==> src/sv/bss_pkg.sv <==
`timescale 1ns / 1ps

package bss_pkg;

    // register file geometry
    localparam int ADDR_W  = 4;
    localparam int DATA_W  = 32;
    localparam int RANGE_W = 6;
    localparam int REG_IDX_W = 2;

    localparam logic [RANGE_W-1:0] RANGE_FIRST_RST = 6'd0;
    localparam logic [RANGE_W-1:0] RANGE_LAST_RST  = 6'd63;

    typedef enum logic [REG_IDX_W-1:0] {
        REG_SORT_MODE   = 2'd0,
        REG_RANGE_FIRST = 2'd1,
        REG_RANGE_LAST  = 2'd2
    } reg_idx_t;

    typedef enum logic {
        MODE_WHOLE    = 1'b0,
        MODE_SUBRANGE = 1'b1
    } sort_mode_t;

    typedef logic signed [7:0] char_t;

    typedef struct packed {
        sort_mode_t         sort_mode;
        logic [RANGE_W-1:0] range_first;
        logic [RANGE_W-1:0] range_last;
    } cfg_t;

    typedef enum logic [2:0] {
        ST_LOAD,
        ST_SETUP,
        ST_FIRST,
        ST_PASS,
        ST_TAIL,
        ST_EMIT
    } state_t;

endpackage

==> src/sv/bss_cfg_regs.sv <==
`timescale 1ns / 1ps

module bss_cfg_regs
(
    input  logic                       clk,
    input  logic                       rst_n,
    input  logic                       psel,
    input  logic                       penable,
    input  logic                       pwrite,
    input  logic [bss_pkg::ADDR_W-1:0] paddr,
    input  logic [bss_pkg::DATA_W-1:0] pwdata,
    output logic [bss_pkg::DATA_W-1:0] prdata,
    output logic                       pready,
    output bss_pkg::cfg_t              cfg
);

    bss_pkg::cfg_t     cfg_reg;
    bss_pkg::cfg_t     cfg_next;
    bss_pkg::reg_idx_t idx;
    logic              wr_en;

    assign pready = 1'b1;
    assign wr_en  = psel & penable & pwrite;
    assign idx    = bss_pkg::reg_idx_t'(paddr[bss_pkg::ADDR_W-1:2]);
    assign cfg    = cfg_reg;

    always_comb
    begin
        cfg_next = cfg_reg;
        if (wr_en)
        begin
            unique case (idx)
                bss_pkg::REG_SORT_MODE:
                    cfg_next.sort_mode = bss_pkg::sort_mode_t'(pwdata[0]);
                bss_pkg::REG_RANGE_FIRST:
                    cfg_next.range_first = pwdata[bss_pkg::RANGE_W-1:0];
                bss_pkg::REG_RANGE_LAST:
                    cfg_next.range_last = pwdata[bss_pkg::RANGE_W-1:0];
                default:
                    cfg_next = cfg_reg;
            endcase
        end
    end

    always_ff @(posedge clk or negedge rst_n)
    begin
        if (!rst_n)
        begin
            cfg_reg.sort_mode   <= bss_pkg::MODE_WHOLE;
            cfg_reg.range_first <= bss_pkg::RANGE_FIRST_RST;
            cfg_reg.range_last  <= bss_pkg::RANGE_LAST_RST;
        end
        else
        begin
            cfg_reg <= cfg_next;
        end
    end

    // read back, unused bits as zero
    always_comb
    begin
        unique case (idx)
            bss_pkg::REG_SORT_MODE:
                prdata = bss_pkg::DATA_W'(cfg_reg.sort_mode);
            bss_pkg::REG_RANGE_FIRST:
                prdata = bss_pkg::DATA_W'(cfg_reg.range_first);
            bss_pkg::REG_RANGE_LAST:
                prdata = bss_pkg::DATA_W'(cfg_reg.range_last);
            default:
                prdata = '0;
        endcase
    end

endmodule

==> src/sv/byte_string_sorter.sv <==
`timescale 1ns / 1ps

// byte string sorter: a string is loaded one beat per cycle through start/busy
// (busy low means a beat is taken whenever start is high); the beat with
// in_last set closes the string and busy rises once that beat is taken. the
// stored bytes are then put in ascending signed order by a single comparator
// that makes bubble passes over a store with one write and one read port:
// each pass is one shorter than the one before, and sorting stops after the
// first pass that moves nothing. the result is then streamed out one byte per
// cycle with valid high on every byte and out_last on the final one; the
// receiver cannot stall the stream, so it must take every beat as it comes.
// busy falls in the cycle after out_last. in subrange mode only bytes
// range_first..range_last are sorted; if range_last is not below the loaded
// length the string comes back unchanged with range_error set on every beat.
// bytes beyond MAX_LEN are dropped. the configuration registers (sort_mode at
// 0x0, range_first at 0x4, range_last at 0x8) must only be written while busy
// is low.
module byte_string_sorter
#(
    parameter int MAX_LEN = 64
)
(
    input  logic                       clk,
    input  logic                       rst_n,
    // apb configuration port
    input  logic                       psel,
    input  logic                       penable,
    input  logic                       pwrite,
    input  logic [bss_pkg::ADDR_W-1:0] paddr,
    input  logic [bss_pkg::DATA_W-1:0] pwdata,
    output logic [bss_pkg::DATA_W-1:0] prdata,
    output logic                       pready,
    // load side
    input  logic                       start,
    output logic                       busy,
    input  logic signed [7:0]          char_in,
    input  logic                       in_last,
    // result side
    output logic                       valid,
    output logic signed [7:0]          char_out,
    output logic                       out_last,
    output logic                       range_error
);

    // address into the store, and count that can hold MAX_LEN itself
    localparam int AW   = $clog2(MAX_LEN);
    localparam int CW   = $clog2(MAX_LEN + 1);
    localparam int CMPW = (CW > bss_pkg::RANGE_W) ? CW : bss_pkg::RANGE_W;

    bss_pkg::cfg_t   cfg;

    bss_pkg::state_t state_reg, state_next;
    logic [CW-1:0]   count_reg, count_next;
    logic [AW-1:0]   lo_reg,    lo_next;
    logic [AW-1:0]   hi_reg,    hi_next;
    logic [AW-1:0]   ptr_reg,   ptr_next;
    bss_pkg::char_t  carry_reg, carry_next;
    logic            swap_reg,  swap_next;
    logic            err_reg,   err_next;

    // byte store, one write and one registered read per cycle
    bss_pkg::char_t  mem [MAX_LEN];
    bss_pkg::char_t  rdata_reg;
    logic            we;
    logic [AW-1:0]   waddr;
    logic [AW-1:0]   raddr;
    bss_pkg::char_t  wdata;

    logic            emit_last;

    bss_cfg_regs u_cfg
    (
        .clk     (clk),
        .rst_n   (rst_n),
        .psel    (psel),
        .penable (penable),
        .pwrite  (pwrite),
        .paddr   (paddr),
        .pwdata  (pwdata),
        .prdata  (prdata),
        .pready  (pready),
        .cfg     (cfg)
    );

    always_ff @(posedge clk)
    begin
        if (we)
        begin
            mem[waddr] <= wdata;
        end
        rdata_reg <= mem[raddr];
    end

    // emission index has reached the final loaded byte
    assign emit_last = ((CW'(ptr_reg) + CW'(1)) == count_reg);

    always_comb
    begin
        state_next = state_reg;
        count_next = count_reg;
        lo_next    = lo_reg;
        hi_next    = hi_reg;
        ptr_next   = ptr_reg;
        carry_next = carry_reg;
        swap_next  = swap_reg;
        err_next   = err_reg;
        we         = 1'b0;
        waddr      = ptr_reg - AW'(1);
        wdata      = carry_reg;
        raddr      = ptr_reg;

        unique case (state_reg)
            bss_pkg::ST_LOAD:
            begin
                if (start)
                begin
                    // bytes past the end of the store are dropped
                    if (count_reg < CW'(MAX_LEN))
                    begin
                        we         = 1'b1;
                        waddr      = count_reg[AW-1:0];
                        wdata      = char_in;
                        count_next = count_reg + CW'(1);
                    end
                    if (in_last)
                    begin
                        state_next = bss_pkg::ST_SETUP;
                    end
                end
            end

            bss_pkg::ST_SETUP:
            begin
                err_next = 1'b0;
                if (cfg.sort_mode == bss_pkg::MODE_WHOLE)
                begin
                    lo_next = '0;
                    hi_next = AW'(count_reg - CW'(1));
                end
                else
                begin
                    lo_next = AW'(cfg.range_first);
                    hi_next = AW'(cfg.range_last);
                end

                priority if (cfg.sort_mode == bss_pkg::MODE_WHOLE && count_reg > CW'(1))
                begin
                    raddr      = lo_next;
                    state_next = bss_pkg::ST_FIRST;
                end
                else if (cfg.sort_mode == bss_pkg::MODE_SUBRANGE
                         && CMPW'(cfg.range_last) >= CMPW'(count_reg))
                begin
                    // range runs past the string: emit unchanged, flagged
                    err_next   = 1'b1;
                    raddr      = '0;
                    ptr_next   = '0;
                    state_next = bss_pkg::ST_EMIT;
                end
                else if (cfg.sort_mode == bss_pkg::MODE_SUBRANGE
                         && cfg.range_first < cfg.range_last)
                begin
                    raddr      = lo_next;
                    state_next = bss_pkg::ST_FIRST;
                end
                else
                begin
                    raddr      = '0;
                    ptr_next   = '0;
                    state_next = bss_pkg::ST_EMIT;
                end
            end

            bss_pkg::ST_FIRST:
            begin
                // first byte of the pass becomes the running maximum
                carry_next = rdata_reg;
                ptr_next   = lo_reg + AW'(1);
                raddr      = lo_reg + AW'(1);
                swap_next  = 1'b0;
                state_next = bss_pkg::ST_PASS;
            end

            bss_pkg::ST_PASS:
            begin
                we    = 1'b1;
                waddr = ptr_reg - AW'(1);
                if (rdata_reg < carry_reg)
                begin
                    wdata     = rdata_reg;
                    swap_next = 1'b1;
                end
                else
                begin
                    wdata      = carry_reg;
                    carry_next = rdata_reg;
                end

                if (ptr_reg == hi_reg)
                begin
                    raddr      = lo_reg;
                    state_next = bss_pkg::ST_TAIL;
                end
                else
                begin
                    ptr_next = ptr_reg + AW'(1);
                    raddr    = ptr_reg + AW'(1);
                end
            end

            bss_pkg::ST_TAIL:
            begin
                // maximum settles at the top of the span
                we    = 1'b1;
                waddr = hi_reg;
                wdata = carry_reg;
                if (!swap_reg || (hi_reg - AW'(1)) == lo_reg)
                begin
                    raddr      = '0;
                    ptr_next   = '0;
                    state_next = bss_pkg::ST_EMIT;
                end
                else
                begin
                    hi_next    = hi_reg - AW'(1);
                    raddr      = lo_reg;
                    state_next = bss_pkg::ST_FIRST;
                end
            end

            bss_pkg::ST_EMIT:
            begin
                if (emit_last)
                begin
                    count_next = '0;
                    raddr      = '0;
                    state_next = bss_pkg::ST_LOAD;
                end
                else
                begin
                    ptr_next = ptr_reg + AW'(1);
                    raddr    = ptr_reg + AW'(1);
                end
            end

            default:
            begin
                state_next = bss_pkg::ST_LOAD;
            end
        endcase
    end

    always_ff @(posedge clk or negedge rst_n)
    begin
        if (!rst_n)
        begin
            state_reg <= bss_pkg::ST_LOAD;
            count_reg <= '0;
            swap_reg  <= 1'b0;
            err_reg   <= 1'b0;
        end
        else
        begin
            state_reg <= state_next;
            count_reg <= count_next;
            swap_reg  <= swap_next;
            err_reg   <= err_next;
        end
    end

    // datapath registers, no reset needed
    always_ff @(posedge clk)
    begin
        lo_reg    <= lo_next;
        hi_reg    <= hi_next;
        ptr_reg   <= ptr_next;
        carry_reg <= carry_next;
    end

    assign busy        = (state_reg != bss_pkg::ST_LOAD);
    assign valid       = (state_reg == bss_pkg::ST_EMIT);
    assign char_out    = rdata_reg;
    assign out_last    = valid & emit_last;
    assign range_error = valid & err_reg;

    // result beats only come while the load side is held off
    a_valid_busy: assert property (@(posedge clk) disable iff (!rst_n)
        valid |-> busy)
        else $error("result beat while not busy");

    // the final beat hands control back to loading
    a_last_ends: assert property (@(posedge clk) disable iff (!rst_n)
        (valid && out_last) |=> (!busy && count_reg == '0))
        else $error("emission did not end after the final beat");

    // an error flag only comes from a subrange request
    a_err_mode: assert property (@(posedge clk) disable iff (!rst_n)
        (valid && range_error) |-> (cfg.sort_mode == bss_pkg::MODE_SUBRANGE))
        else $error("range error in whole mode");

    // the scan pointer stays above the start of the active span and no higher than its top
    a_pass_ptr: assert property (@(posedge clk) disable iff (!rst_n)
        (state_reg == bss_pkg::ST_PASS) |-> (ptr_reg > lo_reg && ptr_reg <= hi_reg))
        else $error("scan pointer left the span");

endmodule
==> config.mk <==
export PLATFORM = sky130hd
export DESIGN_NAME = byte_string_sorter
export DESIGN_NICKNAME = d
export VERILOG_FILES = /design/src/sv/bss_pkg.sv /design/src/sv/bss_cfg_regs.sv /design/src/sv/byte_string_sorter.sv
export SDC_FILE = /design/constraint.sdc
export NUM_CORES = 1
export LEC_CHECK = 0
export BUFFER_PORTS_ARGS = -buffer_cell sky130_fd_sc_hd__buf_2
export CAP_MARGIN = 5
export CORE_MARGIN = 5
export CORE_UTILIZATION = 35
export DETAILED_ROUTE_END_ITERATION = 8
export GPL_TIMING_DRIVEN = 0
export SYNTH_ARGS = -nofsm -noshare
export SYNTH_HDL_FRONTEND = slang
export SYNTH_SLANG_ARGS = --single-unit
export TNS_END_PERCENT = 100
==> constraint.sdc <==
create_clock -name clk -period 8.81 [get_ports clk]
set_input_delay 0 -clock clk [delete_from_list [all_inputs] [get_ports clk]]
set_output_delay 0 -clock clk [all_outputs]
set_load 0.005 [all_outputs]
### Word level (Yosys, flattened, before mapping)

Memory sizes are Yosys's and may differ from the RTL's. A register that Yosys moved wholly into a read port is not among the register bits.
Index checks and enable logic that the tools add are counted.

| cells by class | value |
|---|---|
| add/sub/neg operators | 7 |
| reductions and logical operators | 22 |
| equality and inequality tests | 23 |
| $lt $le $gt $ge | 5 |
| bitwise operators | 5 |
| muxes and demuxes | 50 |

Operator list:

| kind | number |
|---|---|
| 6-bit two-way mux | 17 |
| 6-bit one-hot mux with 5 select lines | 2 |
| 8-bit two-way mux | 4 |
| 8-bit one-hot mux with 2 select lines | 2 |
| 3-bit two-way mux | 8 |
| 6-bit one-hot mux with 2 select lines | 2 |
| 2-bit inequality test, second input constant | 11 |
| 7-bit two-way mux | 3 |
| 3-bit one-hot mux with 6 select lines | 1 |
| 6-bit one-hot mux with 3 select lines | 1 |
| 6-bit by 1-bit subtractor with 6-bit output, second input constant | 3 |
| 7-bit one-hot mux with 2 select lines | 1 |
| 6-bit by 1-bit adder with 6-bit output, second input constant | 2 |
| 6-bit == test | 2 |
| 2-bit AND reduction | 6 |
| 8-bit < comparator | 1 |
| 4-bit AND reduction | 2 |
| 6-bit by 1-bit adder with 7-bit output, second input constant | 1 |
| 7-bit by 1-bit adder with 7-bit output, second input constant | 1 |
| 7-bit == test | 1 |
| 6-bit by 7-bit greater-or-equal comparator with 1-bit output | 1 |
| 7-bit by 1-bit > comparator with 1-bit output, second input constant | 1 |
| 7-bit < comparator, second input constant | 1 |
| 1-bit two-way mux | 7 |
| other kinds (21) | 31 |

| word-level totals | value |
|---|---|
| memories kept | 1 |
| RAM bits | 512 |
| input bits | 51 |
| word-level logic and storage cells | 124 |
| register bits | 51 |

Memories:

| name | depth | bits a word | read ports | clocked after Yosys merged registers in | wr ports | RTL line | RTL |
|---|---|---|---|---|---|---|---|
| mem | 64 | 8 | 1 | 1 | 1 | byte_string_sorter.sv:62 | `bss_pkg::char_t mem [MAX_LEN];` |

### Logic depth before layout (Yosys ltp)

| logic depth | value |
|---|---|
| depth in word-level cells | 6 |
| mapped depth | 18 |

### Cells and area by module

Synthesis repeated with hierarchy kept, for this count alone.

| unflattened totals | value |
|---|---|
| cell total of the unflattened synthesis | 1853 |
| area total of the unflattened synthesis | 25000.2 µm² |

Modules (own cells, without submodules):

| module | seq. area each (µm²) | area an instance (µm²) | cells each | instances |
|---|---|---|---|---|
| byte_string_sorter | 16615.9 | 24183.2 | 1784 | 1 |
| bss_cfg_regs | 332.8 | 817.0 | 69 | 1 |

### Least setup slack after synthesis

Ideal clock, no wire load.

| timing path | value |
|---|---|
| kind | register to register |
| start | register carry_reg[1] |
| end | memory mem[0][0] (netlist bit) (data pin) |
| clock period less this slack | 4.778 ns |
| arrival | 4.076 ns |
| setup slack | 4.032 ns |
| cell stages (with the launch flop) | 12 |
| data required time | 8.108 ns |
| library setup time | 0.702 ns |
| path buffers | 0 |
| cell sequence | edfxtp_1 > inv_1 > ha_1 > a21o_1 > a21o_1 > a21o_1 > a21o_1 > a21o_1 > a2111oi_0 > a21oi_1 > a21oi_1 > o21ai_0 |

| on the way | value |
|---|---|
| longest elaborated chain between the ends | 3 |

Ends and longest elaborated chain:

| item | RTL line | RTL |
|---|---|---|
| start: declaration | byte_string_sorter.sv:57 | `bss_pkg::char_t carry_reg, carry_next;` |
| start signal: assignment | byte_string_sorter.sv:277 | `carry_reg <= carry_next;` |
| 8-bit < comparator | byte_string_sorter.sv:188 | `if (rdata_reg < carry_reg)` |
| 8-bit two-way mux | byte_string_sorter.sv:188 |  |
| 8-bit one-hot mux with 2 select lines | byte_string_sorter.sv:112 | `unique case (state_reg)` |
| net wdata[0] | byte_string_sorter.sv:67 | `bss_pkg::char_t wdata;` |
| end: declaration | byte_string_sorter.sv:62 |  |

The timed path passes the listed nets, and every way through them passes these cells.

### Final worst setup path

| timing path | value |
|---|---|
| start | register count_reg[2] |
| end | register rdata_reg[0] (netlist: char_out[0]), read port of mem |

| on the way | value |
|---|---|
| longest elaborated chain between the ends | 5 |
| elaborated cells on any way between the ends | 9 |
| classes of those cells | order compare (2); eq/ne (1); mux (4); reduce/logical (2) |

Ends and longest elaborated chain:

| item | RTL line | RTL |
|---|---|---|
| start: declaration | byte_string_sorter.sv:53 | `logic [CW-1:0] count_reg, count_next;` |
| start signal: assignment | byte_string_sorter.sv:265 | `count_reg <= count_next;` |
| 6-bit by 7-bit greater-or-equal comparator with 1-bit output | byte_string_sorter.sv:152 | `&& CMPW'(cfg.range_last) >= CMPW'(count_reg))` |
| 1-bit logical AND | byte_string_sorter.sv:152 |  |
| 6-bit two-way mux | byte_string_sorter.sv:151 | `else if (cfg.sort_mode == bss_pkg::MODE_SUBRANGE` |
| 6-bit two-way mux | byte_string_sorter.sv:146 | `priority if (cfg.sort_mode == bss_pkg::MODE_WHOLE && count_reg > CW'(1))` |
| 6-bit one-hot mux with 5 select lines * | byte_string_sorter.sv:112 |  |
| end: declaration | byte_string_sorter.sv:63 | `bss_pkg::char_t rdata_reg;` |

Mark *: on every way between the ends. The rest lies on a longest branch, timed or not.
A chain may end at the register's enable or synchronous reset.

==> run metrics <==
adder-cell share of the synthesized area=0.0118; gp weighted congestion=0.955; clk sinks=571; Max Cap Violations=0; fin util=0.406; outcome=complete, but fails checks; Routed Antenna Nets=0; crit path max fanout=10; top cells by area, synth=edfxtp_1 (61%), nand2_1 (4.6%), nand3_1 (2.9%); Tmin final=6.71 ns; worst hold-check path type=input pin to flip-flop; Worst Path Arrival=7.09 ns; Syn Std Cell Area=26,600 sq um; mux cell area share after synthesis=0.0137; fill count=7,063; Layout area overhead=15.6%; clock root cell=clkbuf_16; die width=286 um; Ys Warns=0; DR vias=20,400; share of cells above drive strength 1=0.108; Via-to-Cell Ratio=5.97; Critical Path Start Type=flip-flop; Initial Utilization=0.351; met1 Use GR=0.298; max_slew headroom=0.190; number of synthesized flops with an enable pin=538; register cell area after layout=16,900 sq um; measured slew at the worst slew-check pin=1.20 ns; initial antenna violation count=2; Ports=96; Routed WL=92,300 um; vias in the first global route=19,600; f_max=149 MHz; area of the multi-input gates=8860 sq um; GRT Util Overall=0.218; final hold vios=0; Setup violations, final=0; Tcrit/Tclk final=0.762; die area=81,600 sq um; CTS tree=yes; Port-buffer cells=40; total CTS buffers=57; grt met3 use=0.0403; Synth top area share=0.607; reg-to-reg startpoint=count_reg[2]; WS Path Type=flip-flop to flip-flop; Skew-Pair Late Insertion Delay=0.63 ns; simple-gate portion of the synthesized area=0.151; largest net degree at the start of global routing=39; Mapped Cells=2,220; RSZ-0062 raised after global routing=false; post-cts sizing count=0; global-route wire length before repair=134,000 um; HP Start=char_in[6]; clk buf depth=3; reg2reg path depth=16; global route total overflow=0; Slew Viols, Final=0; core area=75,700 sq um; WHS Endpoint=mem[63][6]; skew final=0.0200 ns; Post-Synth XOR/XNOR Area=0.0164; DPL Wire Length=66,300 um; max reg flops=512; nets=2,469; Rows=101; Worst-path clk slew=0.07 ns; ys async rst share=0.0438; Vert. Die Dim=286 um; total iterations of the first detailed-routing run=9; largest family of logic cells by synthesized area=simple AND/OR/NAND/NOR gates; area leader, netlist=edfxtp_1; Residual DRC=2; Most used DFF post-synth=edfxtp_1; Worst setup EP type=flip-flop; Seq/Total Area, Yosys=0.637; #FFs+latches synth=571; failing checks=DRC; Synth cell types=88; hold depth=4; Synth Area in Compound Gates=0.133; required time worst endpoint=9.19 ns; busiest grt layer=met2; R2R Path End=char_out[0]; met2 track demand over resource=0.346; WL/cell=27.0 um; htree depth=2; DRT iter0 DRCs=2,739; r2r setup slk=2.10 ns; Mean Syn Cell Area=12.0 sq um
layout make-up:
cell class / instances / share of cell area
Timing Repair Buffer: 89 / 0.0278
Antenna cell: 1 / 0.0000814
Inverter: 27 / 0.00330
Sequential cell: 571 / 0.551
Clock inverter: 37 / 0.0121
Clock buffer: 69 / 0.0489
Multi-Input combinational cell: 1462 / 0.288
Tap cell: 978 / 0.0398
Buffer: 185 / 0.0287
kinds of logic after synthesis:
| logic type | after synthesis |
|---|---|
| multiplexers | 35 |
| other | 2 |
| flip-flops | 571 |
| buffers and inverters | 212 |
| AND/OR/NAND/NOR | 830 |
| AO/OA/AOI/OAI | 500 |
| adder cells (fa/ha/maj) | 25 |
| XOR/XNOR | 45 |
metrics by stage:
| step | worst slack [ns] | TNS (ns) | instance area [sq um] | instances | hold slack [ns] |
|---|---|---|---|---|---|
| after detailed placement | 2.37 | 0 | 28500 | 3280 | 0.0270 |
| after global routing | 2.01 | 0 | 30700 | 3418 | 0.0230 |
| after global placement | -1.84 | -465.60 | 28100 | 3263 | 0.0261 |
| after CTS | 2.38 | 0 | 30700 | 3417 | 0.00195 |
| after floorplan | 4.03 | 0 | 26700 | 2245 | -0.296 |
| final | 2.10 | 0 | 30700 | 3419 | 0.0365 |
timing repair:
action	4_1_cts	5_1_grt
endpoints found under the setup margin	0	0
setup buffers	0	0
endpoints found under the hold margin	90	0
hold buffers	31	0
critical path, cell delays in order (launching register included):
cell	delay, ns
dfrtp_1	0.34
clkbuf_1	0.29
inv_1	0.24
ha_1	0.34
a21o_1	0.16
a31oi_1	0.21
o211ai_1	0.17
nor3_1	0.65
a22oi_1	0.48
clkbuf_1	0.44
clkbuf_1	0.40
clkbuf_1	0.38
clkbuf_1	0.43
a311oi_1	0.51
a221oi_1	0.18
nor3_1	0.85
nand4_1	0.38
per-layer routing:
layer,share of wire,wire [um]
met1,0.41,37500
met2,0.46,42200
met3,0.094,8670
met4,0.044,4020
met5,0,0
placed cells by master (no fill, tap or decap), types with 26 or more instances in the layout:
cell | netlist | final
buf_2 | 31 | 71
clkbuf_16 | 0 | 58
o211ai_1 | 31 | 31
a221oi_1 | 33 | 33
nor2_1 | 107 | 107
edfxtp_1 | 538 | 538
a311oi_1 | 26 | 26
a211oi_1 | 43 | 43
nand4_1 | 81 | 81
xnor2_1 | 27 | 27
dlygate4sd3_1 | 0 | 31
conb_1 | 2 | 27
o21ai_0 | 78 | 71
and3_1 | 57 | 57
nand3_1 | 155 | 155
a21oi_1 | 95 | 95
a31oi_1 | 63 | 63
nand2_1 | 323 | 323
a221o_1 | 26 | 26
a22oi_1 | 26 | 26
buf_4 | 34 | 35
clkbuf_1 | 108 | 118
cells in the mapped netlist, types with 31 or more instances:
cell type	count
nand3_1	155
o211ai_1	31
and3_1	57
a21oi_1	95
a221oi_1	33
nor2_1	107
nand2_1	323
a31oi_1	63
buf_2	31
o21ai_0	78
clkbuf_1	108
a211oi_1	43
edfxtp_1	538
nand4_1	81
buf_4	34
worst max-delay path by stage:
stage	depth (start not counted)	slack, ns	start	to
finish	16	2.10	count_reg[2]	char_out[0]
global route	16	2.01	count_reg[2]	char_out[1]
CTS	16	2.38	count_reg[2]	char_out[7]
detailed placement	16	2.37	count_reg[2]	char_out[7]
global placement	10	-1.84	char_out[1]	mem[35][1]
floorplan	11	4.03	carry_reg[1]	mem[0][0]
Power is left out: the tool's default activity adds up to more than one toggle a clock period on the data nets, which glitch-free logic cannot reach.
